--- src/baro_temp_press_compensate_macros.svh ---
`ifndef BARO_TEMP_PRESS_COMPENSATE_MACROS_SVH
`define BARO_TEMP_PRESS_COMPENSATE_MACROS_SVH

// Check that holds in the same cycle as its trigger.
`define BTPC_ASSERT_IMP(label, ante, cons, msg) \
  label: assert property (@(posedge clk) disable iff (!rst_n) (ante) |-> (cons)) \
    else $error(msg);

// Check that holds in the cycle after its trigger.
`define BTPC_ASSERT_NXT(label, ante, cons, msg) \
  label: assert property (@(posedge clk) disable iff (!rst_n) (ante) |=> (cons)) \
    else $error(msg);

`endif

--- src/btpc_pkg.sv ---
`default_nettype none

package btpc_pkg;

  // raw conversion code that marks a skipped reading
  localparam logic [19:0] SKIP_CODE  = 20'd524288;
  localparam logic [63:0] TF_OFFSET  = 64'd128000;
  localparam logic [20:0] P_BASE     = 21'd1048576;
  localparam logic [63:0] P_SCALE    = 64'd3125;
  localparam logic [27:0] TC_ROUND   = 28'd128;
  localparam logic [27:0] TC_TRUNC   = 28'd255;

  // input queue
  localparam int QDEPTH = 2;
  localparam int QPTR_W = $clog2(QDEPTH);
  localparam int QCNT_W = $clog2(QDEPTH + 1);

  // divider
  localparam int DIV_BITS = 64;
  localparam int DIV_CNT_W = $clog2(DIV_BITS + 1);

  typedef enum logic [1:0] {
    CFG_TEMP_TRIM  = 2'd0,
    CFG_PRESS_LOW  = 2'd1,
    CFG_PRESS_HIGH = 2'd2,
    CFG_PRESS_P9   = 2'd3
  } btpc_cfg_idx_t;

  typedef enum logic [1:0] {
    ST_OK    = 2'd0,
    ST_TSKIP = 2'd1,
    ST_PSKIP = 2'd2,
    ST_DIVZ  = 2'd3
  } btpc_status_t;

  typedef struct packed {
    logic [19:0] at;
    logic [19:0] ap;
    logic        skip_t;
    logic        skip_p;
  } btpc_item_t;

  typedef struct packed {
    logic [47:0] temp;
    logic [63:0] plo;
    logic [63:0] phi;
    logic [15:0] p9;
  } btpc_trim_t;

  function automatic logic [63:0] sx16(input logic [15:0] v);
    return {{48{v[15]}}, v};
  endfunction

endpackage

`default_nettype wire

--- src/btpc_front.sv ---
`default_nettype none

// accepts readings, flags skipped codes, queues them for the back end
module btpc_front import btpc_pkg::*; (
  input  logic        clk,
  input  logic        rst_n,
  input  logic        in_valid,
  output logic        in_stall,
  input  logic [19:0] in_adc_temperature,
  input  logic [19:0] in_adc_pressure,
  output logic        item_valid,
  output btpc_item_t  item,
  input  logic        item_pop
);

  btpc_item_t              q_r [QDEPTH];
  btpc_item_t              new_item;
  logic [QPTR_W-1:0]       wr_r, rd_r;
  logic [QCNT_W-1:0]       cnt_r, cnt_nxt;
  logic                    push;

  // classify the incoming word
  always_comb begin
    new_item.at     = in_adc_temperature;
    new_item.ap     = in_adc_pressure;
    new_item.skip_t = (in_adc_temperature == SKIP_CODE);
    new_item.skip_p = (in_adc_pressure == SKIP_CODE);
  end

  assign in_stall   = (cnt_r == QCNT_W'(QDEPTH));
  assign push       = in_valid && !in_stall;
  assign item_valid = (cnt_r != '0);
  assign item       = q_r[rd_r];

  always_comb begin
    cnt_nxt = cnt_r;
    if (push && !item_pop) cnt_nxt = cnt_r + QCNT_W'(1);
    else if (!push && item_pop) cnt_nxt = cnt_r - QCNT_W'(1);
  end

  always_ff @(posedge clk) begin
    if (!rst_n) begin
      wr_r  <= '0;
      rd_r  <= '0;
      cnt_r <= '0;
    end else begin
      cnt_r <= cnt_nxt;
      if (push) wr_r <= wr_r + QPTR_W'(1);
      if (item_pop) rd_r <= rd_r + QPTR_W'(1);
    end
  end

  always_ff @(posedge clk) begin
    if (push) q_r[wr_r] <= new_item;
  end

endmodule

`default_nettype wire

--- config.mk ---
export PLATFORM = sky130hd
export DESIGN_NAME = btpc_front
export DESIGN_NICKNAME = d
export VERILOG_FILES = /design/src/baro_temp_press_compensate_macros.svh /design/src/btpc_pkg.sv /design/src/btpc_front.sv
export SDC_FILE = /design/constraint.sdc
export NUM_CORES = 1
export LEC_CHECK = 0
export BUFFER_PORTS_ARGS = -buffer_cell sky130_fd_sc_hd__buf_2
export CORE_UTILIZATION = 52
export CTS_BUF_LIST = sky130_fd_sc_hd__clkbuf_8 sky130_fd_sc_hd__clkbuf_16
export DETAILED_ROUTE_END_ITERATION = 8
export GPL_TIMING_DRIVEN = 0
export PLACE_DENSITY = 0.81
export REMOVE_ABC_BUFFERS = 1
export SYNTH_ARGS = -nofsm -noshare
export SYNTH_HDL_FRONTEND = slang
export SYNTH_SLANG_ARGS = --single-unit
--- constraint.sdc ---
create_clock -name clk -period 3.6 [get_ports clk]
set_input_delay 0.18 -clock clk [delete_from_list [all_inputs] [get_ports clk]]
set_output_delay 0.18 -clock clk [all_outputs]
set_load 0.05 [all_outputs]
---- Word level (Yosys, flattened, before mapping) ----
Memory sizes are Yosys's and may differ from the RTL's. A register that Yosys moved wholly into a read port is not among the register bits.
Index checks and enable logic that the tools add are counted.
storage, ports and cells
  word-level logic and storage cells ...... 25
  output and inout bits ................... 44
  RAM bits ................................ 84
  memories ................................ 1
  register bits ........................... 4
operators by class
  equality and inequality tests ........... 3
  add/sub/neg operators ................... 4
  multiplexer cells ....................... 6
  reduce and logical (&&, ||, !) cells .... 8
memory list
  memory  depth  bits a word  read ports  clocked after memory_dff  wr ports  line              text
  q_r     2      42           1           1                         1         btpc_front.sv:16  btpc_item_t q_r [QDEPTH];
operator list
  operator                                          number
  equality test 20 bit, second input constant       2
  two-way mux 1 bit                                 4
  two-way mux 2 bit                                 2
  nonzero test 2 bit                                2
  logical AND 1 bit                                 3
  logical NOT 1 bit                                 3
  adder 1 bit, second input constant                2
  adder 2 x 1 -> 2 bit, second input constant       1
  equality test 2 bit, second input constant        1
  subtractor 2 x 1 -> 2 bit, second input constant  1

---- Depth between registers and ports, before layout ----
  word-level depth ........................ 7
  depth in mapped cells ................... 7

---- Worst setup path before layout ----
No wires, ideal clock.
  kind .................................... reg2reg
  start point ............................. register cnt_r[0]
  end point ............................... memory q_r[0][0] in the netlist's numbering (enable)
  library setup time ...................... 0.436 ns
  buffers on the path ..................... 0
  slack ................................... 0.839 ns
  clock period less this slack ............ 2.761 ns
  required time ........................... 3.164 ns
  arrival ................................. 2.326 ns
  stages on the path, launching flop included .. 4
  cells stage by stage .................... dfxtp_1 nand2b_2 inv_2 nor3_2
on the way
  cells in the longest elaborated chain, start to end .. 5
RTL lines
  item                                     line              text
  start: declaration                       btpc_front.sv:19  logic [QCNT_W-1:0] cnt_r, cnt_nxt;
  start signal: assignment                 btpc_front.sv:47  cnt_r <= cnt_nxt;
  equality test 2 bit                      btpc_front.sv:30  assign in_stall = (cnt_r == QCNT_W'(QDEPTH));
  net in_stall                             btpc_front.sv:8   output logic in_stall,
  logical NOT 1 bit                        btpc_front.sv:31  assign push = in_valid && !in_stall;
  logical AND 1 bit                        btpc_front.sv:31
  two-way mux 1 bit                        btpc_front.sv:54  if (push) q_r[wr_r] <= new_item;
  two-way mux 1 bit (not written as such)  btpc_front.sv:54
  end: declaration                         btpc_front.sv:16
The timed path passes the listed nets, and every way through them passes these cells.

==> impl_metrics.json <==
{
  "result_of_the_run": "completed",
  "post_synthesis_cells": 172,
  "yosysWarningCount": 0,
  "final.setup_skew_ns": 0.007484,
  "synth_top_family_by_area": "multiplexers",
  "drt-pass1-iter-count": 4,
  "detailedRoute.firstIterationViolations": 154,
  "routed-wl-met2_mm": 2.956,
  "io_buffers": 87,
  "avgSynthCellArea_um2": 19.54,
  "synth-simple-area-share": 0.04542,
  "worstPathMaxFanout": 29,
  "cp.arrival_ns": 1.76,
  "seqPwrFrac": 0.517,
  "num-fill-cells": 428,
  "finalHoldViolations": 0,
  "hold_path_class": "in -> reg",
  "power_leakage_nw": 1.540,
  "synth.distinct_cells": 26,
  "synth_compound_gate_area_share": 0.008191,
  "mostFrequentLayoutCell": "sky130_fd_sc_hd__buf_2",
  "power.net_switching_mw": 0.8015,
  "drive_gt1_frac": 0.5474,
  "cts.htree.levels": 3,
  "grt_max_degree": 30,
  "finalSetupViolations": 0,
  "antenna_found_initial": 0,
  "tritoncts_clock_tree": "done",
  "synth.cell_area_mm2": 0.003361,
  "n_antenna_cell": 0,
  "power_switching_share": 0.3231,
  "place_ws_ns": 1.926,
  "start_util": 0.5545,
  "finalSetupTns_ns": 0,
  "global_route.overflow_total": 0,
  "post_cts_resized": 0,
  "most-common-layout-cells": "sky130_fd_sc_hd__buf_2 (87), sky130_fd_sc_hd__edfxtp_1 (84), sky130_fd_sc_hd__mux2_2 (38)",
  "post_synth_fa_ha_maj_area_fraction": 0.003723,
  "cts_made_buffers": 9,
  "floorplan.die_area_mm2": 0.006788,
  "placementRows": 28,
  "critPathCaptureType": "output port",
  "routed_wirelength_mm": 5.800,
  "synthDominantAreaCellType": "sky130_fd_sc_hd__edfxtp_1",
  "dpl.hpwl_mm": 4.019,
  "grt_pass1_wl_mm": 8.728,
  "total_vias_in_the_final_route": 1824,
  "critical_path_class": "reg -> out",
  "maxCapViolCount": 0,
  "timing_max_transition_violations_final": 0,
  "worst-slew-pin-transition_ns": 0.5377,
  "muxShareOfSynthArea": 0.1407,
  "top_layer_used": "met4",
  "wire_per_inst_um": 16.62,
  "power.combinational.fraction": 0.246,
  "post_dp_cell_area_mm2": 0.003954,
  "grt_use_total": 0.1848,
  "die_extent_in_x_um": 82.39,
  "slew_headroom": 0.6415,
  "wl_met3_um": 259,
  "final_nets": 314,
  "clkSinkCount": 89,
  "worst-endpoint-required_ns": 3.42,
  "drt.antenna.violating_nets": 0,
  "postCtsSetupRepairBufs": 0,
  "powerDensity_mw_per_mm2": 601.4,
  "synth.top_cells.by_area": "sky130_fd_sc_hd__edfxtp_1 (75%), sky130_fd_sc_hd__mux2_2 (13%), sky130_fd_sc_hd__dfxtp_1 (3.0%), sky130_fd_sc_hd__nor4_1 (1.5%), sky130_fd_sc_hd__mux2_1 (1.3%)",
  "gp_routability_congestion": 0.7149,
  "die_ht_um": 82.39,
  "cp-start-kind": "flip-flop",
  "io_pins": 88,
  "postLayoutCellArea_mm2": 0.004125,
  "count_of_unresolved_drc_violations_after_routing": 0,
  "max_fclk_ghz": 0.5154,
  "fin_ws_ns": 1.660,
  "vias_in_the_first_global_route": 1839,
  "vdd_ir_drop_max_mv": 0.3535,
  "whs_ns": 0.03582,
  "ctsRootBufferMaster": "sky130_fd_sc_hd__clkbuf_8",
  "rsz_0062_raised_after_global_routing": "no",
  "synth_top_area_share": 0.7506,
  "post_synth_xor_area_fraction": 0.007818,
  "route.detailed.vias_per_inst": 5.226,
  "fin_util": 0.6806,
  "met1_length_mm": 2.497,
  "crit_path_time_final_ns": 1.940,
  "clk_pin_slew_worst_paths_ns": 0.09,
  "cts_buffer_depth": 2,
  "clkLatencyLatePin_ns": 0.34,
  "internal_power_mw": 1.679,
  "area_growth_pct": 22.75,
  "design.core.area_mm2": 0.006061,
  "layout_worst_path_cycle_share": 0.5390,
  "cts_hold_buf": 0,
  "clock_power_share": 0.237,
  "synth-seq-area-share": 0.7803,
  "ys_ff_latch": 89
}
==> sequential cells by signal, summed over array words and instances, names as in the netlist, named ones only <==
name,count
wr_r,1
cnt_r,2
q_r,84
rd_r,1
==> path summary, 6_finish.rpt <==
kind | startpoint | to | depth (start not counted) | slack (ns)
setup / recovery | flip-flop | item[15] | 3 | 1.66
hold / removal | in_adc_pressure[16] | q_r[1][18] | 1 | 0.04
setup reg to reg | cnt_r[0] | q_r[1][21] | 3 | 1.95
hold reg to reg | cnt_r[1] | cnt_r[1] | 2 | 0.55
==> cell type report <==
cell class | instances | area (µm²) | share of cell area
Multi-Input combinational cell | 75 | 699.4 | 0.1695
Inverter | 3 | 11.26 | 0.002730
Clock buffer | 9 | 123.9 | 0.03003
Sequential cell | 89 | 2624 | 0.6360
Tap cell | 75 | 93.84 | 0.02275
Timing Repair Buffer | 91 | 525.5 | 0.1274
Clock inverter | 7 | 47.55 | 0.01153
==> power by group through the flow <==
stage               Clock [mW]  Combinational (mW)  Sequential [mW]
floorplan                    0               0.436             1.31
global placement             0               0.562             1.32
detailed placement           0               0.614             1.31
CTS                      0.605               0.615             1.28
global route             0.638               0.643             1.29
finish                   0.588               0.609             1.28
==> worst max-delay path: stages (launching register included) <==
cell                      delay, ns
sky130_fd_sc_hd__dfxtp_2       0.57
sky130_fd_sc_hd__buf_12        0.25
sky130_fd_sc_hd__mux2_2        0.37
sky130_fd_sc_hd__buf_2         0.21
==> per-stage QoR <==
step / instances / power, mW
2_1_floorplan: 167 / 1.744
5_1_grt: 349 / 2.575
3_3_place_gp: 329 / 1.882
3_5_place_dp: 333 / 1.923
6_report: 349 / 2.481
4_1_cts: 349 / 2.505
==> kinds of logic (layout without fill, tap and decap cells) <==
group,after synthesis,after routing
AO/OA/AOI/OAI,4,4
XOR/XNOR,3,3
adder cells (fa/ha/maj),1,1
buffers and inverters,8,110
flip-flops,89,89
multiplexers,42,42
AND/OR/NAND/NOR,25,25
==> metal layers <==
| metal | GRT usage | vias to the layer above |
|---|---|---|
| met1 | 0.2310 | 889 |
| met3 | 0.04725 | 10 |
| li1 | - | 872 |
| met5 | 0 | - |
| met2 | 0.2967 | 53 |
| met4 | 0.09825 | 0 |
==> Yosys cell counts <==
cell	instances
sky130_fd_sc_hd__nand2_1	2
sky130_fd_sc_hd__mux2_2	38
sky130_fd_sc_hd__nor3_2	1
sky130_fd_sc_hd__a21boi_0	1
sky130_fd_sc_hd__and3_1	1
sky130_fd_sc_hd__o21a_1	1
sky130_fd_sc_hd__edfxtp_1	84
sky130_fd_sc_hd__a21boi_1	1
sky130_fd_sc_hd__nor4_1	8
sky130_fd_sc_hd__ha_1	1
sky130_fd_sc_hd__buf_2	1
sky130_fd_sc_hd__nand3_1	2
sky130_fd_sc_hd__o21ai_0	1
sky130_fd_sc_hd__nor4b_1	2
sky130_fd_sc_hd__mux2_1	4
sky130_fd_sc_hd__or2_2	1
sky130_fd_sc_hd__xor2_1	2
sky130_fd_sc_hd__xnor2_1	1
sky130_fd_sc_hd__inv_2	1
sky130_fd_sc_hd__inv_1	2
sky130_fd_sc_hd__nand2b_2	1
sky130_fd_sc_hd__dfxtp_1	5
sky130_fd_sc_hd__and2_1	3
sky130_fd_sc_hd__nor2_1	3
sky130_fd_sc_hd__buf_4	4
sky130_fd_sc_hd__or3_1	1
Power figures use the tool's default switching activity.
